File: config.mk
export PLATFORM = sky130hd
export DESIGN_NAME = pixel_quad_to_glyph_classifier
export DESIGN_NICKNAME = d
export VERILOG_FILES = /design/src/rtl/pqgc_pkg.sv /design/src/rtl/pqgc_lane.sv /design/src/rtl/pqgc_merge.sv /design/src/rtl/pixel_quad_to_glyph_classifier.sv
export SDC_FILE = /design/constraint.sdc
export NUM_CORES = 1
export LEC_CHECK = 0
export ABC_AREA = 1
export BUFFER_PORTS_ARGS = -buffer_cell sky130_fd_sc_hd__buf_2
export CORE_MARGIN = 2
export CORE_UTILIZATION = 40
export DETAILED_ROUTE_END_ITERATION = 6
export PLACE_DENSITY = 0.57
export SETUP_SLACK_MARGIN = 0.3
export SLEW_MARGIN = 20
export SYNTH_ARGS = -nofsm -noshare
export SYNTH_HDL_FRONTEND = slang
export SYNTH_SLANG_ARGS = --single-unit
File: constraint.sdc
create_clock -name clk -period 3.5 [get_ports clk]
set_input_delay 0.525 -clock clk [delete_from_list [all_inputs] [get_ports clk]]
set_output_delay 0.525 -clock clk [all_outputs]
set_load 0.005 [all_outputs]
File: src/rtl/pqgc_pkg.sv
// ----------------------------------------------------------------------------
// pqgc_pkg: shared types and constants for the glyph classifier
// widths, glyph and color codes, register map, lane and word structs
// ----------------------------------------------------------------------------
package pqgc_pkg;

    localparam int SHADE_COUNT = 8;
    localparam int TRACK_COUNT = 3;
    localparam int LANE_COUNT  = 4;

    localparam int PIX_W   = 8;
    localparam int GLYPH_W = 5;
    localparam int CLASS_W = 4;
    localparam int CFG_IDX_W = 3;

    // glyph codes above the occupancy range
    localparam logic [GLYPH_W-1:0] GLYPH_X     = GLYPH_W'(16);
    localparam logic [GLYPH_W-1:0] GLYPH_S     = GLYPH_W'(17);
    localparam logic [GLYPH_W-1:0] GLYPH_COLON = GLYPH_W'(18);
    localparam logic [GLYPH_W-1:0] GLYPH_O     = GLYPH_W'(19);

    // color classes
    localparam logic [CLASS_W-1:0] CLS_NONE      = CLASS_W'(0);
    localparam logic [CLASS_W-1:0] CLS_LOCATION  = CLASS_W'(1);
    localparam logic [CLASS_W-1:0] CLS_SUN       = CLASS_W'(2);
    localparam logic [CLASS_W-1:0] CLS_BORDER    = CLASS_W'(3);
    localparam int                 CLS_SHADE0    = 4;
    localparam int                 CLS_SHADE_MAX = 11;
    localparam logic [CLASS_W-1:0] CLS_LINE      = CLASS_W'(12);
    localparam int                 CLS_TRACK0    = 13;
    localparam int                 CLS_TRACK_MAX = 15;

    typedef enum logic [CFG_IDX_W-1:0] {
        REG_SUN_ACTIVE       = 3'd0,
        REG_HIGHLIGHT_INDEX  = 3'd1,
        REG_SUN_INDEX        = 3'd2,
        REG_SUN_BORDER_INDEX = 3'd3,
        REG_LINE_INDEX       = 3'd4,
        REG_TRACK_BASE_INDEX = 3'd5,
        REG_SHADE_BASE_INDEX = 3'd6,
        REG_NEWLINE_ON_LAST  = 3'd7
    } cfg_reg_e;

    typedef struct packed {
        logic             sun_active;
        logic [PIX_W-1:0] highlight_index;
        logic [PIX_W-1:0] sun_index;
        logic [PIX_W-1:0] sun_border_index;
        logic [PIX_W-1:0] line_index;
        logic [PIX_W-1:0] track_base_index;
        logic [PIX_W-1:0] shade_base_index;
        logic             newline_on_last;
    } cfg_t;

    typedef struct packed {
        logic [PIX_W-1:0] pixel_top_left;
        logic [PIX_W-1:0] pixel_top_right;
        logic [PIX_W-1:0] pixel_bottom_left;
        logic [PIX_W-1:0] pixel_bottom_right;
        logic             end_of_row;
        logic             final_row;
    } cell_t;

    typedef struct packed {
        logic [GLYPH_W-1:0] glyph_code;
        logic [CLASS_W-1:0] color_class;
        logic               reset_after;
        logic               newline_after;
    } result_t;

    // what one lane found for its pixel
    typedef struct packed {
        logic                   highlight;
        logic                   sun;
        logic                   border;
        logic                   line;
        logic                   nonzero;
        logic [TRACK_COUNT-1:0] track;
        logic [SHADE_COUNT-1:0] shade;
    } lane_hit_t;

    function automatic logic [CLASS_W-1:0] track_class(input int i);
        int c;
        c = CLS_TRACK0 + i;
        if (c > CLS_TRACK_MAX)
        begin
            c = CLS_TRACK_MAX;
        end
        return CLASS_W'(c);
    endfunction

    function automatic logic [CLASS_W-1:0] shade_class(input int i);
        int c;
        c = CLS_SHADE0 + i;
        if (c > CLS_SHADE_MAX)
        begin
            c = CLS_SHADE_MAX;
        end
        return CLASS_W'(c);
    endfunction

endpackage

File: src/rtl/pqgc_lane.sv
// ----------------------------------------------------------------------------
// pqgc_lane: per-pixel match lane
// compares one palette index against every configured index, registered
// ----------------------------------------------------------------------------
module pqgc_lane
(
    input  logic                          clk,
    input  logic                          load,
    input  logic [pqgc_pkg::PIX_W-1:0]    pixel,
    input  pqgc_pkg::cfg_t                cfg,
    output pqgc_pkg::lane_hit_t           hit_reg
);

    pqgc_pkg::lane_hit_t hit_next;

    always_comb
    begin
        hit_next.highlight = (pixel == cfg.highlight_index);
        hit_next.sun       = (pixel == cfg.sun_index);
        hit_next.border    = (pixel == cfg.sun_border_index);
        hit_next.line      = (pixel == cfg.line_index);
        hit_next.nonzero   = (pixel != '0);
        // base plus offset wraps at the index width
        for (int i = 0; i < pqgc_pkg::TRACK_COUNT; i++)
        begin
            hit_next.track[i] =
                (pixel == pqgc_pkg::PIX_W'(cfg.track_base_index + pqgc_pkg::PIX_W'(i)));
        end
        for (int i = 0; i < pqgc_pkg::SHADE_COUNT; i++)
        begin
            hit_next.shade[i] =
                (pixel == pqgc_pkg::PIX_W'(cfg.shade_base_index + pqgc_pkg::PIX_W'(i)));
        end
    end

    always_ff @(posedge clk)
    begin
        if (load)
        begin
            hit_reg <= hit_next;
        end
    end

endmodule

File: src/rtl/pqgc_merge.sv
// ----------------------------------------------------------------------------
// pqgc_merge: lane merge and priority classification
// ors the lane hits, resolves priority, registers the result word
// ----------------------------------------------------------------------------
module pqgc_merge
(
    input  logic                clk,
    input  logic                load,
    input  pqgc_pkg::lane_hit_t hits [pqgc_pkg::LANE_COUNT],
    input  logic                end_of_row,
    input  logic                final_row,
    input  pqgc_pkg::cfg_t      cfg,
    output pqgc_pkg::result_t   result_reg
);

    pqgc_pkg::lane_hit_t any;
    logic [pqgc_pkg::LANE_COUNT-1:0] occ;
    pqgc_pkg::result_t result_next;
    logic [pqgc_pkg::CLASS_W-1:0] track_cls;
    logic [pqgc_pkg::CLASS_W-1:0] shade_cls;
    logic [pqgc_pkg::CLASS_W-1:0] cls;
    logic track_hit;
    logic shade_hit;
    logic border_hit;
    logic nl;

    always_comb
    begin
        any = '0;
        for (int l = 0; l < pqgc_pkg::LANE_COUNT; l++)
        begin
            any = any | hits[l];
            // lane 0 (top left) lands in the msb
            occ[pqgc_pkg::LANE_COUNT-1-l] = hits[l].nonzero;
        end
    end

    // first matching track and shade, lowest offset wins
    always_comb
    begin
        track_cls = pqgc_pkg::CLS_NONE;
        for (int i = pqgc_pkg::TRACK_COUNT - 1; i >= 0; i--)
        begin
            if (any.track[i])
            begin
                track_cls = pqgc_pkg::track_class(i);
            end
        end
        shade_cls = pqgc_pkg::CLS_NONE;
        for (int i = pqgc_pkg::SHADE_COUNT - 1; i >= 0; i--)
        begin
            if (any.shade[i])
            begin
                shade_cls = pqgc_pkg::shade_class(i);
            end
        end
        track_hit = |any.track;
        shade_hit = |any.shade;
    end

    always_comb
    begin
        nl = end_of_row & (cfg.newline_on_last | ~final_row);
        border_hit = cfg.sun_active & any.border;
        cls = track_cls;
        result_next.newline_after = nl;
        priority if (any.highlight)
        begin
            result_next.glyph_code  = pqgc_pkg::GLYPH_X;
            result_next.color_class = pqgc_pkg::CLS_LOCATION;
            result_next.reset_after = 1'b1;
        end
        else if (cfg.sun_active & any.sun)
        begin
            result_next.glyph_code  = pqgc_pkg::GLYPH_S;
            result_next.color_class = pqgc_pkg::CLS_SUN;
            result_next.reset_after = 1'b1;
        end
        else
        begin
            if (border_hit)
            begin
                cls = pqgc_pkg::CLS_BORDER;
            end
            else if (cfg.sun_active & ~track_hit & shade_hit)
            begin
                cls = shade_cls;
            end
            if (any.line)
            begin
                cls = pqgc_pkg::CLS_LINE;
            end
            if (track_hit)
            begin
                result_next.glyph_code = pqgc_pkg::GLYPH_O;
            end
            else if (border_hit)
            begin
                result_next.glyph_code = pqgc_pkg::GLYPH_COLON;
            end
            else
            begin
                result_next.glyph_code = pqgc_pkg::GLYPH_W'(occ);
            end
            result_next.color_class = cls;
            result_next.reset_after = cfg.sun_active | any.line | track_hit;
        end
    end

    always_ff @(posedge clk)
    begin
        if (load)
        begin
            result_reg <= result_next;
        end
    end

endmodule

File: src/rtl/pixel_quad_to_glyph_classifier.sv
// ----------------------------------------------------------------------------
// pixel_quad_to_glyph_classifier: 2x2 cell to text-mode glyph
// four match lanes feed one merge stage that picks glyph and color class
// ----------------------------------------------------------------------------
// usage
//   input: a cell word is taken at a clock edge with start high and busy
//   low. busy is high only while in reset and is cleared by the clock edge
//   after reset release, so the block takes one cell every cycle.
//   output: the result word is shown on result for one cycle with done
//   high. the receiver cannot stall, so the result must be taken then.
//   pipeline: lane compare register, then merge/result register.
//   throughput: 1 cell per cycle, set by the two register stages being
//   fully pipelined.
//   configuration: cfg_valid/cfg_ready write channel, cfg_index selects
//   one of the 8 registers, cfg_data carries the value (low bit only for
//   the 1-bit flags). write only while no cell is in flight.
//   reset: configuration registers return to their defaults, the valid
//   pipeline is emptied, busy and cfg_ready track the reset release.
// ----------------------------------------------------------------------------
module pixel_quad_to_glyph_classifier
(
    input  logic                               clk,
    input  logic                               rst_n,
    input  logic                               start,
    output logic                               busy,
    input  pqgc_pkg::cell_t                    quad,
    output logic                               done,
    output pqgc_pkg::result_t                  result,
    input  logic                               cfg_valid,
    output logic                               cfg_ready,
    input  logic [pqgc_pkg::CFG_IDX_W-1:0]     cfg_index,
    input  logic [pqgc_pkg::PIX_W-1:0]         cfg_data
);

    pqgc_pkg::cfg_t cfg_reg;
    pqgc_pkg::lane_hit_t hit [pqgc_pkg::LANE_COUNT];
    logic [pqgc_pkg::PIX_W-1:0] pixel [pqgc_pkg::LANE_COUNT];
    logic busy_reg;
    logic accept;
    logic v1_reg;
    logic v2_reg;
    logic eor_reg;
    logic fin_reg;

    // held high through reset, drops at the clock edge after release
    always_ff @(posedge clk or negedge rst_n)
    begin
        if (!rst_n)
        begin
            busy_reg <= 1'b1;
        end
        else
        begin
            busy_reg <= 1'b0;
        end
    end

    assign busy      = busy_reg;
    assign cfg_ready = ~busy_reg;
    assign accept    = start & ~busy_reg;

    // configuration registers
    always_ff @(posedge clk or negedge rst_n)
    begin
        if (!rst_n)
        begin
            cfg_reg.sun_active       <= 1'b0;
            cfg_reg.highlight_index  <= pqgc_pkg::PIX_W'(13);
            cfg_reg.sun_index        <= pqgc_pkg::PIX_W'(14);
            cfg_reg.sun_border_index <= pqgc_pkg::PIX_W'(15);
            cfg_reg.line_index       <= pqgc_pkg::PIX_W'(16);
            cfg_reg.track_base_index <= pqgc_pkg::PIX_W'(10);
            cfg_reg.shade_base_index <= pqgc_pkg::PIX_W'(2);
            cfg_reg.newline_on_last  <= 1'b1;
        end
        else if (cfg_valid && cfg_ready)
        begin
            unique case (pqgc_pkg::cfg_reg_e'(cfg_index))
                pqgc_pkg::REG_SUN_ACTIVE:       cfg_reg.sun_active       <= cfg_data[0];
                pqgc_pkg::REG_HIGHLIGHT_INDEX:  cfg_reg.highlight_index  <= cfg_data;
                pqgc_pkg::REG_SUN_INDEX:        cfg_reg.sun_index        <= cfg_data;
                pqgc_pkg::REG_SUN_BORDER_INDEX: cfg_reg.sun_border_index <= cfg_data;
                pqgc_pkg::REG_LINE_INDEX:       cfg_reg.line_index       <= cfg_data;
                pqgc_pkg::REG_TRACK_BASE_INDEX: cfg_reg.track_base_index <= cfg_data;
                pqgc_pkg::REG_SHADE_BASE_INDEX: cfg_reg.shade_base_index <= cfg_data;
                pqgc_pkg::REG_NEWLINE_ON_LAST:  cfg_reg.newline_on_last  <= cfg_data[0];
            endcase
        end
    end

    // valid pipeline: lane stage, then result stage
    always_ff @(posedge clk or negedge rst_n)
    begin
        if (!rst_n)
        begin
            v1_reg <= 1'b0;
            v2_reg <= 1'b0;
        end
        else
        begin
            v1_reg <= accept;
            v2_reg <= v1_reg;
        end
    end

    // row flags ride alongside the lane registers
    always_ff @(posedge clk)
    begin
        if (accept)
        begin
            eor_reg <= quad.end_of_row;
            fin_reg <= quad.final_row;
        end
    end

    // lane order sets the occupancy bit order: top left first
    assign pixel[0] = quad.pixel_top_left;
    assign pixel[1] = quad.pixel_top_right;
    assign pixel[2] = quad.pixel_bottom_left;
    assign pixel[3] = quad.pixel_bottom_right;

    for (genvar l = 0; l < pqgc_pkg::LANE_COUNT; l++)
    begin : g_lane
        pqgc_lane u_lane
        (
            .clk     (clk),
            .load    (accept),
            .pixel   (pixel[l]),
            .cfg     (cfg_reg),
            .hit_reg (hit[l])
        );
    end

    pqgc_merge u_merge
    (
        .clk        (clk),
        .load       (v1_reg),
        .hits       (hit),
        .end_of_row (eor_reg),
        .final_row  (fin_reg),
        .cfg        (cfg_reg),
        .result_reg (result)
    );

    assign done = v2_reg;

endmodule

======== Word-level counts from Yosys, hierarchy flattened ========
Index checks and enable logic that the tools add are counted.
storage, ports and cells
  register bits ........................... 130
cells by class
  add/sub/neg operators ................... 9
  equality and inequality tests ........... 67
  mux-type cells .......................... 17
  bitwise logic cells ..................... 15
  reductions and logical operators ........ 19
operators by type and width
  operator                                             number
  equality test 8 bit                                  60
  two-way mux 4 bit                                    14
  OR 16 bit                                            3
  adder 8 x 3 -> 8 bit, second input constant          4
  nonzero test 8 bit                                   4
  adder 8 x 2 -> 8 bit, second input constant          3
  adder 8 x 1 -> 8 bit, second input constant          2
  AND reduction 2 bit                                  8
  equality test 3 bit, second input constant           4
  OR reduction 8 bit                                   1
  AND 1 bit                                            6
  equality test 3 x 2 -> 1 bit, second input constant  2
  two-way mux 6 bit                                    1
  OR reduction 6 bit                                   1
  two-way mux 5 bit                                    1
  OR reduction 5 bit                                   1
  equality test 3 x 1 -> 1 bit, second input constant  1
  zero test 3 bit                                      1
  inverter 1 bit                                       3
  OR 1 bit                                             3
  OR reduction 3 bit                                   1
  two-way mux 2 bit                                    1
  OR reduction 2 bit                                   1
  logical AND 1 bit                                    1

======== Depth between registers and ports, before layout ========
Gate-level depths: netlist of the first run.
  depth in word-level cells ............... 15
  mapped depth ............................ 13
  gate-level depth less buffers ........... 13

======== Cells and area by module ========
From an unflattened synthesis of the first run, not the netlist that was laid out.
unflattened totals
  cells, all modules ...................... 2109
  area, all modules ....................... 13246.5 µm²
modules (own cells, without submodules)
  module                          times used  cells each  area an instance (µm²)  sequential area each (µm²)
  pqgc_lane                       4           437         2544.9                  480.5
  pixel_quad_to_glyph_classifier  1           238         2243.4                  1406.3
  pqgc_merge                      1           123         823.3                   330.3

======== Worst setup path after synthesis of the first run ========
Ideal clock, no wire load.
  path type ............................... input to register
  start ................................... input port start
  end ..................................... register eor_reg, enable pin
  data arrival time ....................... 3.357 ns
  data required time ...................... 3.007 ns
  path slack .............................. -0.350 ns
  stages on the path ...................... 2
  cells stage by stage .................... inv_1 > nor2_1
between the ends
  word-level cells in the longest chain between the ends .. 1
RTL lines
  element               line                                   RTL
  from (decl)           pixel_quad_to_glyph_classifier.sv:24   input logic start,
  AND 1 bit             pixel_quad_to_glyph_classifier.sv:60   assign accept = start & ~busy_reg;
  named net accept      pixel_quad_to_glyph_classifier.sv:39   logic accept;
  to (signal assigned)  pixel_quad_to_glyph_classifier.sv:111  eor_reg <= quad.end_of_row;
  to (decl)             pixel_quad_to_glyph_classifier.sv:42   logic eor_reg;
The timed path passes the listed nets, and every way through them passes these cells.
A chain may end at the register's enable or synchronous reset.

==> impl_metrics.json, run 1 <==
{
  "outcome": "complete, no violations",
  "setup_viol": 0,
  "ant_nets": 0,
  "sw_frac_of_total_pct": 45.2,
  "grt.overflow.total": 0,
  "clkLatencyLatePin_ns": 0.43,
  "number_of_synthesized_flops_with_an_enable_pin": 77,
  "die_w_um": 170,
  "grt_setup_unrepaired": "false",
  "upper_clock_frequency_limit_ghz": 0.384,
  "post-cts-setup-buffers": 0,
  "clk_pin_slew_ns": 0.08,
  "cts_buffers": 17,
  "largest_register_ffs": 64,
  "antenna_cells_inserted": 0,
  "initial_core_util_pct": 40.8,
  "cts_tree": "built",
  "detail_route.iter0.violations": 767,
  "worst-setup-path-type": "register to register",
  "core_sq_mm": 0.0270,
  "globalRoute.busiestLayer": "met2",
  "grt_util_met1_pct": 36.3,
  "fraction_of_layout_instances_using_a_drive_strength_above_1_pct": 14.0,
  "globalRouteMet2Util_pct": 45.3,
  "ports_placed_on_the_boundary": 63,
  "antenna_violations_before_repair": 0,
  "fin_crit_ns": 2.60,
  "internal_power_mw": 3.85,
  "cts_hold_buf": 0,
  "std_cell_rows": 60,
  "seq_area_frac_synth_pct": 33.2,
  "layout.core_utilization_pct": 44.3,
  "synth_fp_nets": 1436,
  "hold_viol": 0,
  "die_area_sq_mm": 0.0289,
  "setup_total_negative_slack_ns": 0,
  "wire_per_inst_um": 22.5,
  "cts.sink_count": 130,
  "clock_skew_ns": 0.0112,
  "p_leak_nw": 4.75,
  "synth.top_cell.area_share_pct": 21.0,
  "maxSlewViolCount": 0,
  "grt_max_degree": 68,
  "drt-vias-per-instance": 5.42,
  "worst-slew-pin-transition_ns": 0.947,
  "count_of_h_tree_levels_built_during_cts": 4,
  "post_synth.cell_area_avg_sq_um": 8.01,
  "stdcell_count": 1729,
  "r2r_setup_slk_ns": 0.90,
  "clock_tree.root_cell": "sky130_fd_sc_hd__clkbuf_16",
  "via_count": 9371,
  "synth_top_flop_cell": "sky130_fd_sc_hd__edfxtp_1",
  "post_syn_area_sq_mm": 0.0110,
  "post_synth_num_cell_types": 52,
  "synth_top_area_cell": "sky130_fd_sc_hd__edfxtp_1",
  "synthesis.instances": 1376,
  "yosys_register_bits": 130,
  "ctsResizeCount": 0,
  "final_critical_path_share_of_the_clock_period_pct": 74.4,
  "place.detailed.hpwl_mm": 28.7,
  "power.share.combinational_pct": 42.7,
  "clock_power_share_pct": 26.3,
  "first_pass_iters": 5,
  "worstSetupEndpointType": "register",
  "synth_top_cells_by_area": "sky130_fd_sc_hd__edfxtp_1 21%, sky130_fd_sc_hd__xnor2_1 13%, sky130_fd_sc_hd__nand2_1 9.4%",
  "place.port_buffers": 62,
  "fill_cells": 2763,
  "total_power_draw_mw": 7.02,
  "maxCapViolCount": 0,
  "async_flop_share_pct": 40.8,
  "grt_util_all_layers_pct": 27.7,
  "timing.slew.headroom_pct": 36.8,
  "vdd_ir_drop_max_v": 0.000227,
  "power.density_mw_per_mm2": 587,
  "gr-usage-met3_pct": 4.16,
  "crit_path_start_kind": "register",
  "arrival_worst_endpoint_ns": 2.86,
  "cp.required_ns": 3.76,
  "grt_pass1_vias": 9343,
  "place_congestion": 1.03,
  "critical_path_peak_fanout": 11,
  "chipHeight_um": 170,
  "proportion_of_power_drawn_by_flip_flops_and_latches_pct": 31.0,
  "yosysWarnings": 0,
  "totalWireLength_mm": 38.9,
  "final_nets": 1435,
  "total_switching_power_mw": 3.17,
  "wire_length_of_the_first_global_routing_pass_mm": 58.3,
  "flow.area_growth_from_synthesis_pct": 8.63,
  "holdCritPathClass": "input port to asynchronous set/reset pin",
  "drt_drc_violations_left": 0,
  "place.detailed.instances": 1697,
  "clock_tree.buffer_depth": 2
}
[power by group through the flow]
stage	sequential (mW)	combinational [mW]	clock, mW
floorplan	1.90	2.48	0
global placement	2.20	2.94	0
detailed placement	2.20	2.93	0
CTS	2.17	2.94	1.86
global route	2.21	3.25	1.93
finish	2.18	2.99	1.85
[cell type report]
cell class / count / area, sq um / area share, %
multi-input combinational: 1023 / 6420 / 53.6
timing repair buffer: 67 / 348 / 2.91
clock buffer: 17 / 425 / 3.55
clock inverter: 15 / 176 / 1.47
inverter: 136 / 513 / 4.29
sequential: 130 / 3660 / 30.6
tap: 341 / 427 / 3.56
[path summary, 6_finish.rpt]
check / start / endpoint / depth (start not counted)
worst min-delay path: rst_n / cfg_reg[23] / 1
worst max register to register: cfg_reg[1] / g_lane[1].u_lane.hit_reg[7] / 7
min in group clk: quad[1] / eor_reg / 1
worst min register to register: cfg_reg[0] / cfg_reg[0] / 2
max in group asynchronous: rst_n / cfg_reg[43] / 2
worst max-delay path: cfg_reg[1] / g_lane[1].u_lane.hit_reg[7] / 7
[worst max-delay path: stages (launching register included)]
cell                      delay [ns]
sky130_fd_sc_hd__dfrtp_1        0.71
sky130_fd_sc_hd__inv_1          0.19
sky130_fd_sc_hd__ha_1           0.40
sky130_fd_sc_hd__xnor2_1        0.41
sky130_fd_sc_hd__xor2_1         0.20
sky130_fd_sc_hd__nor3_1         0.27
sky130_fd_sc_hd__nand2_1        0.07
sky130_fd_sc_hd__nor2_1         0.18
[logic make-up after synthesis]
kind of cell	synth area share, %
xor gates and xnor gates	24.8
and+or+nand+nor	25.6
DFF	33.2
AOI/OAI and AO/OA	6.54
other	0.0340
adders and majority gates	1.25
buffers and inverters	8.64
[synth_stat cells, types with 4 or more instances]
cell type	instances
sky130_fd_sc_hd__nor3_2	4
sky130_fd_sc_hd__nor4_1	28
sky130_fd_sc_hd__inv_1	124
sky130_fd_sc_hd__nor2_2	8
sky130_fd_sc_hd__nand2_1	275
sky130_fd_sc_hd__xor2_4	8
sky130_fd_sc_hd__edfxtp_1	77
sky130_fd_sc_hd__ha_1	11
sky130_fd_sc_hd__or2_2	9
sky130_fd_sc_hd__nor2_1	110
sky130_fd_sc_hd__xnor2_1	160
sky130_fd_sc_hd__nand3_1	36
sky130_fd_sc_hd__clkbuf_1	35
sky130_fd_sc_hd__xor2_1	116
sky130_fd_sc_hd__buf_4	13
sky130_fd_sc_hd__buf_2	33
sky130_fd_sc_hd__dfstp_2	16
sky130_fd_sc_hd__dfrtp_1	37
sky130_fd_sc_hd__nor3_1	20
sky130_fd_sc_hd__nand2_2	11
sky130_fd_sc_hd__nand4_1	66
sky130_fd_sc_hd__o21ai_0	63
sky130_fd_sc_hd__o22ai_1	12
sky130_fd_sc_hd__nand3b_1	4
sky130_fd_sc_hd__nor2_4	7
sky130_fd_sc_hd__a31oi_1	4
sky130_fd_sc_hd__a21oi_1	31
sky130_fd_sc_hd__nor4_2	6
sky130_fd_sc_hd__inv_2	11
sky130_fd_sc_hd__o211ai_1	4
[per-stage QoR]
step	hold WS, ns	area [sq um]	worst slack, ns
finish	0.175	12000	0.896
global route	0.223	12000	0.704
CTS	0.186	12000	0.947
detailed placement	0.498	11400	0.972
global placement	0.495	11400	0.880
floorplan	0.229	11000	0.803
[cells in the final DEF (no fill, tap or decap), drive strengths merged, types with 11 or more instances in the layout]
| cell | Yosys | layout |
|---|---|---|
| buf | 52 | 67 |
| nor2 | 125 | 125 |
| nand4 | 66 | 66 |
| nand3 | 39 | 39 |
| dfstp | 16 | 16 |
| edfxtp | 77 | 77 |
| o22ai | 12 | 12 |
| dfrtp | 37 | 37 |
| clkbuf | 35 | 17 |
| nor3 | 25 | 25 |
| xnor2 | 162 | 162 |
| ha | 11 | 11 |
| nand2 | 288 | 288 |
| xor2 | 127 | 127 |
| a21oi | 31 | 31 |
| inv | 136 | 146 |
| nor4 | 34 | 34 |
| o21ai | 67 | 67 |
[layer usage]
layer  up-vias  routed length (um)  part of all wire [%]
li1       4461                   -                     -
met1      4361               16700                    43
met2       435               17900                    46
met3       114                2680                   6.9
met4         0                1680                   4.3
met5         -                   0                     0
Note: power is estimated with default switching activity, not from simulation.
==> inputs of run 2 (changes only) <==
Settings changed: ABC_AREA 1 to 0.
Clock period 3.5 ns to 2.2 ns, I/O delays scaled along.
==> impl_metrics.json, run 2 <==
{
  "std_cell_rows": 59,
  "number_of_synthesized_flops_with_an_enable_pin": 77,
  "grt_pass1_vias": 9221,
  "cp-startpoint": "cfg_reg[2]",
  "die_area_sq_mm": 0.0280,
  "setup_total_negative_slack_ns": 0,
  "fin_crit_ns": 2.10,
  "holdCritPathClass": "input port to register",
  "chipHeight_um": 167,
  "flow.area_growth_from_synthesis_pct": 29.2,
  "worst_r2r_startpoint": "cfg_reg[2]",
  "place.port_buffers": 62,
  "maxCapViolCount": 0,
  "clock_tree.buffer_depth": 2,
  "cts_buffers": 17,
  "critical_path.endpoint": "g_lane[2].u_lane.hit_reg[5]",
  "yosysWarnings": 0,
  "cts_tree": "built",
  "drt-vias-per-instance": 5.83,
  "worst-slew-pin-transition_ns": 0.650,
  "r2r-end": "g_lane[2].u_lane.hit_reg[5]",
  "synth_fp_nets": 1184,
  "grt_setup_unrepaired": "true",
  "antenna_violations_before_repair": 0,
  "via_count": 9369,
  "first_pass_iters": 7,
  "worst_path_dominant_cell_family": "simple AND/OR/NAND/NOR gates",
  "core_sq_mm": 0.0261,
  "cp.required_ns": 2.47,
  "post_synth.cell_area_avg_sq_um": 9.48,
  "power.density_mw_per_mm2": 932,
  "worstSetupEndpointType": "register",
  "ant_nets": 0,
  "clock_tree.root_cell": "sky130_fd_sc_hd__clkbuf_16",
  "place_congestion": 0.971,
  "yosys_register_bits": 130,
  "worst-setup-path-type": "register to register",
  "critical_path.slowest_cell": "sky130_fd_sc_hd__dfstp_2",
  "die_w_um": 167,
  "detail_route.iter0.violations": 812,
  "place.detailed.hpwl_mm": 28.8,
  "timing.slew.headroom_pct": 56.5,
  "post_syn_area_sq_mm": 0.0107,
  "synth_top_cells_by_area": "sky130_fd_sc_hd__edfxtp_1 22%, sky130_fd_sc_hd__xnor2_1 21%, sky130_fd_sc_hd__dfrtp_1 8.7%",
  "synth_top_cells_by_count": "255 x sky130_fd_sc_hd__xnor2_1, 77 x sky130_fd_sc_hd__edfxtp_1, 61 x sky130_fd_sc_hd__nor2_1, 55 x sky130_fd_sc_hd__xor2_1",
  "upper_clock_frequency_limit_ghz": 0.476,
  "arrival_worst_endpoint_ns": 2.37,
  "final_critical_path_share_of_the_clock_period_pct": 95.4,
  "r2r_setup_slk_ns": 0.10,
  "fraction_of_layout_instances_using_a_drive_strength_above_1_pct": 37.3,
  "totalWireLength_mm": 38.6,
  "total_power_draw_mw": 12.8,
  "crit_chain": "inv_6 > ha_4 > xnor2_2 > nand2_1 > or4_4 > nor4_4",
  "clock_skew_ns": 0.0205,
  "initial_core_util_pct": 40.8,
  "critical_path_peak_fanout": 5,
  "setup_viol": 0,
  "vdd_ir_drop_max_v": 0.000562,
  "final_cell_mix": "238 x sky130_fd_sc_hd__xnor2_1, 147 x sky130_fd_sc_hd__buf_4, 77 x sky130_fd_sc_hd__edfxtp_1",
  "maxSlewViolCount": 0,
  "synth_top_flop_cell": "sky130_fd_sc_hd__edfxtp_1",
  "fill_cells": 2359,
  "synthesis.instances": 1124,
  "hold_path_startpoint": "quad[1]",
  "cts.sink_count": 130,
  "count_of_h_tree_levels_built_during_cts": 4,
  "p_leak_nw": 4.79,
  "final_common_cell": "sky130_fd_sc_hd__xnor2_1",
  "wire_length_of_the_first_global_routing_pass_mm": 57.2,
  "grt_max_degree": 68,
  "reg2reg_depth": 6,
  "hold_depth": 1,
  "failed_checks": "DRC",
  "wire_per_inst_um": 24.0,
  "synth.top_cell.area_share_pct": 21.7,
  "clk_pin_slew_ns": 0.08,
  "grt.overflow.total": 0,
  "timing.critical_path.slowest_cell_delay_ns": 0.62,
  "ports_placed_on_the_boundary": 63,
  "clkLatencyLatePin_ns": 0.44,
  "final_nets": 1318,
  "crit_path_start_kind": "register",
  "grt_util_all_layers_pct": 27.5,
  "drt_drc_violations_left": 4,
  "synth_top_area_cell": "sky130_fd_sc_hd__edfxtp_1",
  "outcome": "finished with violations",
  "seq_area_frac_synth_pct": 34.3,
  "synthMostInstantiatedCell": "sky130_fd_sc_hd__xnor2_1",
  "largest_register_ffs": 64,
  "antenna_cells_inserted": 0,
  "hold_viol": 0,
  "cp_num_buf_inv": 1,
  "async_flop_share_pct": 40.8,
  "critical_path_depth": 6,
  "post_synth_num_cell_types": 68
}
run 2: cell count changes after synthesis, sizes merged, moves of 14 or more:
cell    previous run  this run
clkbuf            35        53
inv              136        13
mux2               0        48
nand2            288        53
nand3             39        25
nand4             66        51
nor2             125        64
nor3              25        39
o21ai             67        33
xnor2            162       264
xor2             127        62
run 2: stage by stage:
step	utilization [%]	cell area [sq um]	std cells	setup WS, ns	hold slack [ns]
global placement	46.2	12100	1538	-0.0581	0.338
global route	52.7	13800	1606	0.0296	0.0635
floorplan	-	10900	1124	0.0436	0.0344
detailed placement	46.2	12100	1538	-0.0732	0.338
CTS	50.7	13300	1593	0.102	0.0637
finish	52.7	13800	1606	0.100	0.0690
run 2: repair_timing:
item / 4_1_cts / 5_1_grt
hold buffers: 1 / 0
gates cloned: 0 / 1
endpoints found under the setup margin: 47 / 69
pin swaps: 31 / 50
setup buffers: 22 / 12
endpoints found under the hold margin: 17 / 0
gates resized for setup: 80 / 81
run 2: power breakdown:
part	internal [mW]	leakage, nW	switching [mW]	total, mW
logic	3.03	3.15	3.43	6.46
registers	2.91	1.35	0.475	3.39
clock network	1.67	0.290	1.32	2.98
total	7.61	4.79	5.22	12.8
run 2: metal layers:
metal  vias up  global-route usage (%)  wire, um
met2       468                    42.6     17400
met3       131                    4.82      2840
li1       4217                       -         -
met5         -                       0         0
met4         0                    12.6      1910
met1      4553                    37.5     16500
run 2: cell families (layout without fill, tap and decap cells):
kind of cell	count (synthesis)	count (layout)	synth area share, %
AOI/OAI and AO/OA	137	137	8.26
xor gates and xnor gates	326	326	28.2
adders and majority gates	11	11	1.29
buffers and inverters	124	271	5.05
DFF	130	130	34.3
muxes	48	48	5.07
other	1	1	0.0352
and+or+nand+nor	347	347	17.7
run 2: final cells by class:
type	count	area (sq um)	share of cell area (%)
clock buffers	19	454	3.30
clock inverters	13	134	0.973
inverters	13	71.3	0.518
multi-input cells	870	7330	53.3
flip-flops and latches	130	3660	26.6
well taps	335	419	3.05
repair buffers	226	1690	12.3
run 2: worst min-delay path by stage:
stage	endpoint	slack, ns
global placement	cfg_reg[20]	0.34
CTS	eor_reg	0.06
detailed placement	cfg_reg[20]	0.34
global route	eor_reg	0.06
floorplan	cfg_reg[11]	0.03
finish	eor_reg	0.07
